===== config.mk =====
export PLATFORM = sky130hd
export DESIGN_NAME = scrolling_text_column_driver
export DESIGN_NICKNAME = d
export VERILOG_FILES = /design/src/hw/rtl/stcd_pkg.sv /design/src/hw/rtl/scrolling_text_column_driver.sv /design/src/hw/rtl/stcd_ram.sv
export SDC_FILE = /design/constraint.sdc
export NUM_CORES = 2
export LEC_CHECK = 0
export BUFFER_PORTS_ARGS = -buffer_cell sky130_fd_sc_hd__buf_4
export CAP_MARGIN = 20
export CORE_MARGIN = 4
export CORE_UTILIZATION = 45
export CTS_CLUSTER_DIAMETER = 60
export DETAILED_ROUTE_END_ITERATION = 16
export PLACE_DENSITY = 0.63
export SETUP_SLACK_MARGIN = 0.15
export SLEW_MARGIN = 20
export SYNTH_ARGS = -nofsm -noshare
export SYNTH_HDL_FRONTEND = slang
export SYNTH_SLANG_ARGS = --single-unit

===== constraint.sdc =====
create_clock -name clk -period 14 [get_ports clk]
set_clock_uncertainty 0.2 [all_clocks]
set_input_delay 3.5 -clock clk [delete_from_list [all_inputs] [get_ports clk]]
set_output_delay 3.5 -clock clk [all_outputs]
set_load 0.05 [all_outputs]

===== src/hw/rtl/stcd_pkg.sv =====
// Shared constants, types and font helpers for the scrolling text column driver.
`timescale 1ns / 1ps

package stcd_pkg;

  localparam int MSG_DEPTH   = 256;
  localparam int ADDR_W      = $clog2(MSG_DEPTH);
  localparam int CHAR_W      = 8;
  localparam int POS_W       = CHAR_W + 1;
  localparam int COL_W       = 6;
  localparam int OFS_W       = 3;
  localparam int SLOT_W      = 3;
  localparam int ROW_BITS    = 7;
  localparam int WINDOW_COLS = 40;
  localparam int GLYPH_COLS  = 6;
  localparam int FONT_COLS   = 5;
  localparam int BLANK_GLYPH = 62;
  localparam int CFG_IDX_W   = 1;
  localparam int CFG_DATA_W  = 8;

  typedef enum logic [1:0] {
    OP_WRITE = 2'd0,
    OP_START = 2'd1,
    OP_TICK  = 2'd2
  } op_t;

  typedef enum logic [CFG_IDX_W-1:0] {
    REG_MSG_LENGTH      = 1'd0,
    REG_FRAMES_PER_STEP = 1'd1
  } cfg_reg_t;

  typedef logic [ROW_BITS-1:0] font_col_t;
  typedef font_col_t           glyph_cols_t [FONT_COLS];

  // 5x7 glyphs: digits, upper case letters, lower case letters, then a blank.
  localparam glyph_cols_t FONT [BLANK_GLYPH + 1] = '{
    '{7'd62, 7'd69, 7'd73, 7'd81, 7'd62},   '{7'd17, 7'd33, 7'd127, 7'd1, 7'd1},
    '{7'd33, 7'd67, 7'd69, 7'd73, 7'd49},   '{7'd34, 7'd65, 7'd73, 7'd73, 7'd54},
    '{7'd12, 7'd20, 7'd36, 7'd127, 7'd4},   '{7'd114, 7'd81, 7'd81, 7'd81, 7'd78},
    '{7'd62, 7'd73, 7'd73, 7'd73, 7'd38},   '{7'd64, 7'd71, 7'd72, 7'd80, 7'd96},
    '{7'd54, 7'd73, 7'd73, 7'd73, 7'd54},   '{7'd50, 7'd73, 7'd73, 7'd73, 7'd62},
    '{7'd31, 7'd36, 7'd68, 7'd68, 7'd127},  '{7'd127, 7'd73, 7'd73, 7'd73, 7'd54},
    '{7'd62, 7'd65, 7'd65, 7'd65, 7'd34},   '{7'd127, 7'd65, 7'd65, 7'd65, 7'd62},
    '{7'd127, 7'd73, 7'd73, 7'd73, 7'd65},  '{7'd127, 7'd72, 7'd72, 7'd72, 7'd64},
    '{7'd62, 7'd65, 7'd65, 7'd69, 7'd38},   '{7'd127, 7'd8, 7'd8, 7'd8, 7'd127},
    '{7'd0, 7'd65, 7'd127, 7'd65, 7'd0},    '{7'd0, 7'd2, 7'd65, 7'd65, 7'd126},
    '{7'd127, 7'd8, 7'd20, 7'd34, 7'd65},   '{7'd127, 7'd1, 7'd1, 7'd1, 7'd1},
    '{7'd127, 7'd32, 7'd24, 7'd32, 7'd127}, '{7'd127, 7'd16, 7'd8, 7'd4, 7'd127},
    '{7'd62, 7'd65, 7'd65, 7'd65, 7'd62},   '{7'd127, 7'd72, 7'd72, 7'd72, 7'd48},
    '{7'd60, 7'd66, 7'd66, 7'd66, 7'd61},   '{7'd127, 7'd72, 7'd76, 7'd74, 7'd49},
    '{7'd50, 7'd73, 7'd73, 7'd73, 7'd38},   '{7'd64, 7'd64, 7'd127, 7'd64, 7'd64},
    '{7'd126, 7'd1, 7'd1, 7'd1, 7'd126},    '{7'd124, 7'd2, 7'd1, 7'd2, 7'd124},
    '{7'd126, 7'd1, 7'd6, 7'd1, 7'd126},    '{7'd99, 7'd20, 7'd8, 7'd20, 7'd99},
    '{7'd114, 7'd9, 7'd9, 7'd9, 7'd126},    '{7'd67, 7'd69, 7'd73, 7'd81, 7'd97},
    '{7'd6, 7'd21, 7'd21, 7'd21, 7'd15},    '{7'd63, 7'd9, 7'd9, 7'd9, 7'd6},
    '{7'd14, 7'd17, 7'd17, 7'd17, 7'd9},    '{7'd6, 7'd9, 7'd9, 7'd9, 7'd63},
    '{7'd14, 7'd21, 7'd21, 7'd21, 7'd13},   '{7'd8, 7'd31, 7'd40, 7'd40, 7'd0},
    '{7'd25, 7'd37, 7'd37, 7'd37, 7'd62},   '{7'd63, 7'd8, 7'd8, 7'd8, 7'd7},
    '{7'd0, 7'd9, 7'd47, 7'd1, 7'd0},       '{7'd2, 7'd1, 7'd1, 7'd1, 7'd94},
    '{7'd63, 7'd4, 7'd10, 7'd17, 7'd0},     '{7'd62, 7'd1, 7'd1, 7'd1, 7'd0},
    '{7'd31, 7'd16, 7'd15, 7'd16, 7'd31},   '{7'd31, 7'd16, 7'd16, 7'd15, 7'd0},
    '{7'd14, 7'd17, 7'd17, 7'd17, 7'd14},   '{7'd63, 7'd36, 7'd36, 7'd36, 7'd24},
    '{7'd24, 7'd36, 7'd36, 7'd36, 7'd63},   '{7'd0, 7'd15, 7'd16, 7'd16, 7'd0},
    '{7'd9, 7'd21, 7'd21, 7'd21, 7'd18},    '{7'd16, 7'd16, 7'd62, 7'd17, 7'd17},
    '{7'd30, 7'd1, 7'd1, 7'd2, 7'd31},      '{7'd0, 7'd30, 7'd1, 7'd1, 7'd30},
    '{7'd30, 7'd1, 7'd14, 7'd1, 7'd30},     '{7'd17, 7'd10, 7'd4, 7'd10, 7'd17},
    '{7'd57, 7'd5, 7'd5, 7'd5, 7'd62},      '{7'd17, 7'd19, 7'd21, 7'd25, 7'd17},
    '{7'd0, 7'd0, 7'd0, 7'd0, 7'd0}
  };

  // Character code to glyph number; codes below '0' and codes mapped past the table land on the blank glyph.
  function automatic logic [5:0] glyph_of(input logic [CHAR_W-1:0] code);
    logic [CHAR_W-1:0] g;
    g = CHAR_W'(BLANK_GLYPH);
    if (code == 8'd0 || code == 8'd32) begin
      g = CHAR_W'(BLANK_GLYPH);
    end else if (code >= 8'd97) begin
      g = code - 8'd61;
    end else if (code >= 8'd65) begin
      g = code - 8'd55;
    end else if (code >= 8'd48) begin
      g = code - 8'd48;
    end
    if (g > CHAR_W'(BLANK_GLYPH)) begin
      g = CHAR_W'(BLANK_GLYPH);
    end
    return g[5:0];
  endfunction

  // One font column of a glyph; the spacer column reads as zero.
  function automatic font_col_t font_column(input logic [5:0] g, input logic [OFS_W-1:0] gc);
    font_col_t col;
    col = '0;
    if (gc < OFS_W'(FONT_COLS) && g <= 6'(BLANK_GLYPH)) begin
      col = FONT[g][gc];
    end
    return col;
  endfunction

endpackage


===== src/hw/rtl/scrolling_text_column_driver.sv =====
// Top level of the scrolling text column driver for a 40-column LED matrix.
//
//   channel  direction  handshake            payload
//   in       request in in_valid / in_stall  op, char_index, char_code
//   out      result out out_valid / out_stall column_bits, frame_start, finished, idle
//   cfg      write only cfg_we               cfg_index, cfg_data
//
// A new request can be taken in every cycle unless in_stall holds it off. A tick is
// accepted into the lookup stage together with its registered message store read, and
// the font lookup loads the output register when it is empty or its result is taken.
// Reset clears the scroll state and the registers; the message store is not cleared.
// A result waiting in the output register does not block intake; the block stalls
// requests only when the lookup stage is full and the output register holds a
// stalled result.
`timescale 1ns / 1ps

module scrolling_text_column_driver (
  input  logic                                  clk,
  input  logic                                  rst,
  input  logic                                  in_valid,
  output logic                                  in_stall,
  input  logic [1:0]                            op,
  input  logic [stcd_pkg::CHAR_W-1:0]           char_index,
  input  logic [stcd_pkg::CHAR_W-1:0]           char_code,
  output logic                                  out_valid,
  input  logic                                  out_stall,
  output logic [stcd_pkg::ROW_BITS-1:0]         column_bits,
  output logic                                  frame_start,
  output logic                                  finished,
  output logic                                  idle,
  input  logic                                  cfg_we,
  input  logic [stcd_pkg::CFG_IDX_W-1:0]        cfg_index,
  input  logic [stcd_pkg::CFG_DATA_W-1:0]       cfg_data
);

  import stcd_pkg::*;

  // Lookup stage: what a tick carries while its store read is in flight.
  typedef struct packed {
    logic             idle;
    logic             blank;
    logic [OFS_W-1:0] gc;
    logic             first;
    logic             done;
  } look_t;

  // Configuration registers.
  logic [CHAR_W-1:0] msg_length;
  logic [CHAR_W-1:0] frames_per_step;

  // Scroll state.
  logic              running;
  logic [COL_W-1:0]  column_position;
  logic [CHAR_W-1:0] frame_count;
  logic [OFS_W-1:0]  scroll_offset;
  logic [CHAR_W-1:0] chars_shifted;

  logic              running_next;
  logic [COL_W-1:0]  column_position_next;
  logic [CHAR_W-1:0] frame_count_next;
  logic [OFS_W-1:0]  scroll_offset_next;
  logic [CHAR_W-1:0] chars_shifted_next;
  logic              done_now;

  // Pipeline registers.
  logic  look_valid;
  look_t look;
  look_t look_next;

  logic in_accept;
  logic tick_accept;
  logic look_move;
  logic out_accept;

  // Window address arithmetic.
  logic [COL_W-1:0]    buf_col;
  logic [COL_W+5:0]    slot_prod;
  logic [SLOT_W-1:0]   slot;
  logic [COL_W-1:0]    slot_base;
  logic [COL_W-1:0]    gc_full;
  logic [POS_W-1:0]    pos;
  logic                pos_blank;

  logic [CHAR_W-1:0]   fps_eff;
  logic [CHAR_W-1:0]   frame_inc;
  logic [CHAR_W-1:0]   shifted_inc;

  logic                store_we;
  logic [CHAR_W-1:0]   store_rdata;
  logic [ROW_BITS-1:0] bits_now;

  assign in_accept   = in_valid && !in_stall;
  assign tick_accept = in_accept && (op == OP_TICK);
  assign out_accept  = out_valid && !out_stall;
  assign look_move   = look_valid && (!out_valid || !out_stall);
  assign in_stall    = look_valid && out_valid && out_stall;

  // Configuration writes.
  always_ff @(posedge clk) begin
    if (rst) begin
      msg_length      <= '0;
      frames_per_step <= CHAR_W'(1);
    end else if (cfg_we) begin
      unique case (cfg_reg_t'(cfg_index))
        REG_MSG_LENGTH:      msg_length      <= cfg_data;
        REG_FRAMES_PER_STEP: frames_per_step <= cfg_data;
        default:             ;
      endcase
    end
  end

  // Buffer column b = offset + window column; glyph slot b/6 via the 43/256
  // reciprocal, which is exact for every column the window can reach.
  always_comb begin
    buf_col   = column_position + COL_W'(scroll_offset);
    slot_prod = (COL_W+6)'(buf_col) * (COL_W+6)'(43);
    slot      = slot_prod[10:8];
    slot_base = COL_W'(slot) * COL_W'(GLYPH_COLS);
    gc_full   = buf_col - slot_base;
    pos       = POS_W'(chars_shifted) + POS_W'(slot);
    pos_blank = (gc_full >= COL_W'(FONT_COLS)) || (pos >= POS_W'(msg_length))
             || (pos >= POS_W'(MSG_DEPTH));
  end

  // Scroll advance for a tick taken while running.
  always_comb begin
    fps_eff              = (frames_per_step == '0) ? CHAR_W'(1) : frames_per_step;
    frame_inc            = frame_count + CHAR_W'(1);
    shifted_inc          = chars_shifted + CHAR_W'(1);
    running_next         = running;
    column_position_next = column_position + COL_W'(1);
    frame_count_next     = frame_count;
    scroll_offset_next   = scroll_offset;
    chars_shifted_next   = chars_shifted;
    done_now             = 1'b0;
    if (column_position == COL_W'(WINDOW_COLS - 1)) begin
      column_position_next = '0;
      frame_count_next     = frame_inc;
      if (frame_inc >= fps_eff) begin
        // A full group of frames has gone by: move the window one column.
        frame_count_next = '0;
        if (scroll_offset == OFS_W'(GLYPH_COLS - 1)) begin
          scroll_offset_next = '0;
          chars_shifted_next = shifted_inc;
        end else begin
          scroll_offset_next = scroll_offset + OFS_W'(1);
        end
        // The scroll ends once the last character is fully inside the window.
        if (POS_W'(chars_shifted_next) + POS_W'(8) > POS_W'(msg_length)) begin
          running_next = 1'b0;
          done_now     = 1'b1;
        end
      end
    end
  end

  always_ff @(posedge clk) begin
    if (rst) begin
      running         <= 1'b0;
      column_position <= '0;
      frame_count     <= '0;
      scroll_offset   <= '0;
      chars_shifted   <= '0;
    end else if (in_accept && op == OP_START) begin
      // A start restarts the scroll from the first character.
      running         <= 1'b1;
      column_position <= '0;
      frame_count     <= '0;
      scroll_offset   <= '0;
      chars_shifted   <= '0;
    end else if (tick_accept && running) begin
      running         <= running_next;
      column_position <= column_position_next;
      frame_count     <= frame_count_next;
      scroll_offset   <= scroll_offset_next;
      chars_shifted   <= chars_shifted_next;
    end
  end

  // Message store: a write lands at its accept edge, so a tick taken on the
  // next cycle already reads the new character.
  assign store_we = in_accept && (op == OP_WRITE)
                 && ((CHAR_W+1)'(char_index) < (CHAR_W+1)'(MSG_DEPTH));

  stcd_ram #(
    .WIDTH (CHAR_W),
    .DEPTH (MSG_DEPTH)
  ) u_store (
    .clk   (clk),
    .we    (store_we),
    .waddr (char_index[ADDR_W-1:0]),
    .wdata (char_code),
    .re    (tick_accept),
    .raddr (pos[ADDR_W-1:0]),
    .rdata (store_rdata)
  );

  always_comb begin
    look_next.idle  = !running;
    look_next.blank = pos_blank;
    look_next.gc    = gc_full[OFS_W-1:0];
    look_next.first = (column_position == '0);
    look_next.done  = done_now;
  end

  always_ff @(posedge clk) begin
    if (rst) begin
      look_valid <= 1'b0;
    end else if (tick_accept) begin
      look_valid <= 1'b1;
    end else if (look_move) begin
      look_valid <= 1'b0;
    end
  end

  always_ff @(posedge clk) begin
    if (tick_accept) begin
      look <= look_next;
    end
  end

  // Font lookup on the store data; idle ticks and blank positions give zero.
  assign bits_now = (look.idle || look.blank) ? '0
                  : font_column(glyph_of(store_rdata), look.gc);

  always_ff @(posedge clk) begin
    if (rst) begin
      out_valid <= 1'b0;
    end else if (look_move) begin
      out_valid <= 1'b1;
    end else if (out_accept) begin
      out_valid <= 1'b0;
    end
  end

  always_ff @(posedge clk) begin
    if (look_move) begin
      column_bits <= bits_now;
      frame_start <= !look.idle && look.first;
      finished    <= !look.idle && look.done;
      idle        <= look.idle;
    end
  end

endmodule


===== src/hw/rtl/stcd_ram.sv =====
// Generic single-port-write, single-port-read RAM with registered read data.
`timescale 1ns / 1ps

module stcd_ram #(
  parameter int WIDTH = 8,
  parameter int DEPTH = 256
) (
  input  logic                     clk,
  input  logic                     we,
  input  logic [$clog2(DEPTH)-1:0] waddr,
  input  logic [WIDTH-1:0]         wdata,
  input  logic                     re,
  input  logic [$clog2(DEPTH)-1:0] raddr,
  output logic [WIDTH-1:0]         rdata
);

  logic [WIDTH-1:0] mem [DEPTH];

  always_ff @(posedge clk) begin
    if (we) begin
      mem[waddr] <= wdata;
    end
    if (re) begin
      rdata <= mem[raddr];
    end
  end

endmodule


==> flow_metrics.py <==
metrics = {
    "sta": {
        "fin_crit_sh": 0.659,
        "relSlewSlack": 0.215,
        "worst-slew-pin-transition_ns": 1.17,
        "hold_viol": 0,
        "fin_setup_tns_ns": 0,
        "slew_viol_final": 0,
        "min_period_ns": 9.22,
        "rsz0062_at_grt": "false",
        "fmax_mhz": 108,
        "setup_viol": 0,
    },
    "logic_synthesis": {
        "synth_top_area_share": 0.717,
        "synthFlopType": "edfxtp_1",
        "synth_area_leaders": "edfxtp_1 72%, mux4_2 17%, nor2_1 1.6%",
        "yosysUniqueCellTypes": 87,
        "yosysSeqAreaShare": 0.727,
        "synth_top_area_cell": "edfxtp_1",
        "synth_edf_count": 2073,
        "synth_area_um2": 86900,
        "synthTopCellsByCount": "2073 x edfxtp_1, 672 x mux4_2, 366 x nor2_1",
        "ys_ff_latch": 2117,
        "yosysMostFrequentCell": "edfxtp_1",
        "yosys_warnings": 0,
        "syn_nets": 4447,
        "ys_async_sr_fraction": 0,
        "synthCells": 4318,
        "postSynthAreaPerCell_um2": 20.1,
    },
    "global_routing": {
        "grt_pass1_vias": 44100,
        "grt_pass1_wl_um": 321000,
        "antenna_found_initial": 3,
        "grt_max_degree": 150,
        "track_usage": 0.222,
        "grt.overflow.total": 0,
    },
    "cts": {
        "cts_buffers": 210,
        "ctsHoldBuffers": 0,
        "clkSinkCount": 2117,
        "cts_max_path_buffers": 3,
        "htree_levels": 4,
        "postCtsSetupBuffers": 0,
        "cts_tree": "built",
        "cts_resized": 0,
        "clock_latency_ns": 0.80,
        "clk_pin_slew_ns": 0.06,
        "root_buffer": "clkbuf_16",
    },
    "worst_setup_path": {
        "cpPeakStageDelay_ns": 1.11,
        "crit_family": "adder cells",
        "crit_top_cell": "ha_1",
        "cp_slowest_cell": "fa_4",
        "worstSetupPathType": "flip-flop to flip-flop",
        "path_max_fanout": 51,
        "start_kind": "flip-flop",
        "path_buf_inv": 2,
        "worstPathArrival_ns": 9.58,
        "worstPathRequired_ns": 14.36,
        "worst-path-stages": 26,
        "r2r_cells": 26,
        "cp-end-kind": "flip-flop",
    },
    "final_layout": {
        "seq_area_um2": 63100,
        "final_cells": 7095,
        "nFillCells": 15200,
        "layout-drive-gt1-share": 0.249,
        "multiInputGateArea_um2": 22700,
        "nNetsFinal": 4542,
        "syn_to_final_growth_pct": 11.6,
    },
    "power": {
        "power_density_nw_per_um2": 130,
        "power_uw": 12600,
        "cellLeakagePower_uw": 0.0291,
        "ir_drop_mv": 0.119,
    },
    "route": {
        "dr.pass1.iters": 6,
        "routedWlPerCell_um": 31.1,
        "ant_nets": 0,
        "vias": 43800,
        "drt_wl_total_um": 221000,
        "viasPerCell": 6.17,
        "drtIter0Drc": 5745,
        "drc_errors": 0,
    },
    "die": {
        "core-area_um2": 191000,
        "chipHeight_um": 447,
        "die_x_um": 447,
        "dieArea_um2": 200000,
        "initial_core_util": 0.455,
        "ios": 44,
        "row_count": 160,
    },
    "placed_design": {
        "port_buffers": 43,
        "gp_congestion": 0.900,
        "dp_hpwl_um": 132000,
        "place_inst": 6709,
    },
    "run": {
        "max-cap-violations": 0,
    },
    "run_status": {
        "status": "complete, no violations",
    },
    "worst_hold_path": {
        "min_path_type": "flip-flop to flip-flop",
        "hold_depth": 2,
    },
}
## cell families (layout without fill, tap and decap cells)
logic type	Yosys count	in the layout	synth area share
AOI/OAI and AO/OA	316	316	0.0253
xor gates and xnor gates	55	55	0.00555
adders and majority gates	98	98	0.0148
buffers and inverters	312	575	0.0139
DFF	2117	2117	0.727
muxes	694	694	0.177
other	0	3	0
and+or+nand+nor	726	726	0.0367
## where the power goes
part	switching, uW	internal [uW]
registers	5.45	6960
logic	217	50.5
clock network	2380	3010
total	2600	10000
## registers in the layout (all words and copies together) (netlist names)
register	count
frame_count	8
out_valid	1
column_position	6
column_bits	7
frame_start	1
look_valid	1
look	7
running	1
idle	1
finished	1
chars_shifted	8
u_store.mem	2048
msg_length	8
scroll_offset	3
u_store.rdata	8
frames_per_step	8
## worst min-delay path: stages, from the launching register on
cell and delay [ns]:
dfxtp_1 0.31, nand2_1 0.05, a21oi_1 0.05
## worst paths after layout
kind | from | to | slack [ns]
hold reg to reg | frames_per_step[2] | frames_per_step[2] | 0.26
setup reg to reg | column_position[0] | u_store.rdata[3] | 4.78
hold / removal | frames_per_step[2] | frames_per_step[2] | 0.26
setup / recovery | column_position[0] | u_store.rdata[3] | 4.78
## cell usage in the layout (no fill, tap or decap), types with 25 or more instances in the layout
| master | synthesis | final |
|---|---|---|
| clkinv_2 | 0 | 27 |
| clkbuf_1 | 173 | 49 |
| inv_1 | 63 | 63 |
| nand4_1 | 25 | 25 |
| nor3_1 | 31 | 30 |
| nor2_1 | 366 | 358 |
| dfxtp_1 | 44 | 44 |
| ha_1 | 89 | 88 |
| edfxtp_1 | 2073 | 2073 |
| nand3_1 | 61 | 55 |
| xnor2_1 | 38 | 35 |
| nand2_1 | 150 | 141 |
| clkinv_1 | 1 | 53 |
| a31oi_1 | 25 | 25 |
| buf_4 | 1 | 111 |
| clkbuf_16 | 0 | 212 |
| mux4_2 | 672 | 672 |
| a21oi_1 | 79 | 78 |
| o21ai_0 | 49 | 48 |
## metal layers
layer / global-route usage / up-vias / routed length, um
li1: - / 18100 / -
met2: 0.352 / 1881 / 107000
met4: 0.0626 / 0 / 6260
met5: 0 / - / 0
met1: 0.317 / 23400 / 90600
met3: 0.0423 / 358 / 16900
## cell type report
cell class | count | share of cell area
Timing Repair Buffer | 130 | 0.0119
Tap cell | 2511 | 0.0324
Inverter | 65 | 0.00257
Antenna cell | 3 | 0.0000774
Multi-Input combinational cell | 1889 | 0.234
Clock inverter | 119 | 0.0110
Sequential cell | 2117 | 0.651
Clock buffer | 261 | 0.0566
## through the flow
step,worst slack (ns),util,instance area [um2],hold WS [ns]
finish,4.78,0.508,96900,0.259
detailed placement,4.81,0.473,90300,0.248
floorplan,6.30,-,86900,0.236
CTS,4.78,0.507,96900,0.256
global placement,4.76,0.473,90300,0.249
global route,4.32,0.508,96900,0.289
Power figures use the tool's default switching activity.
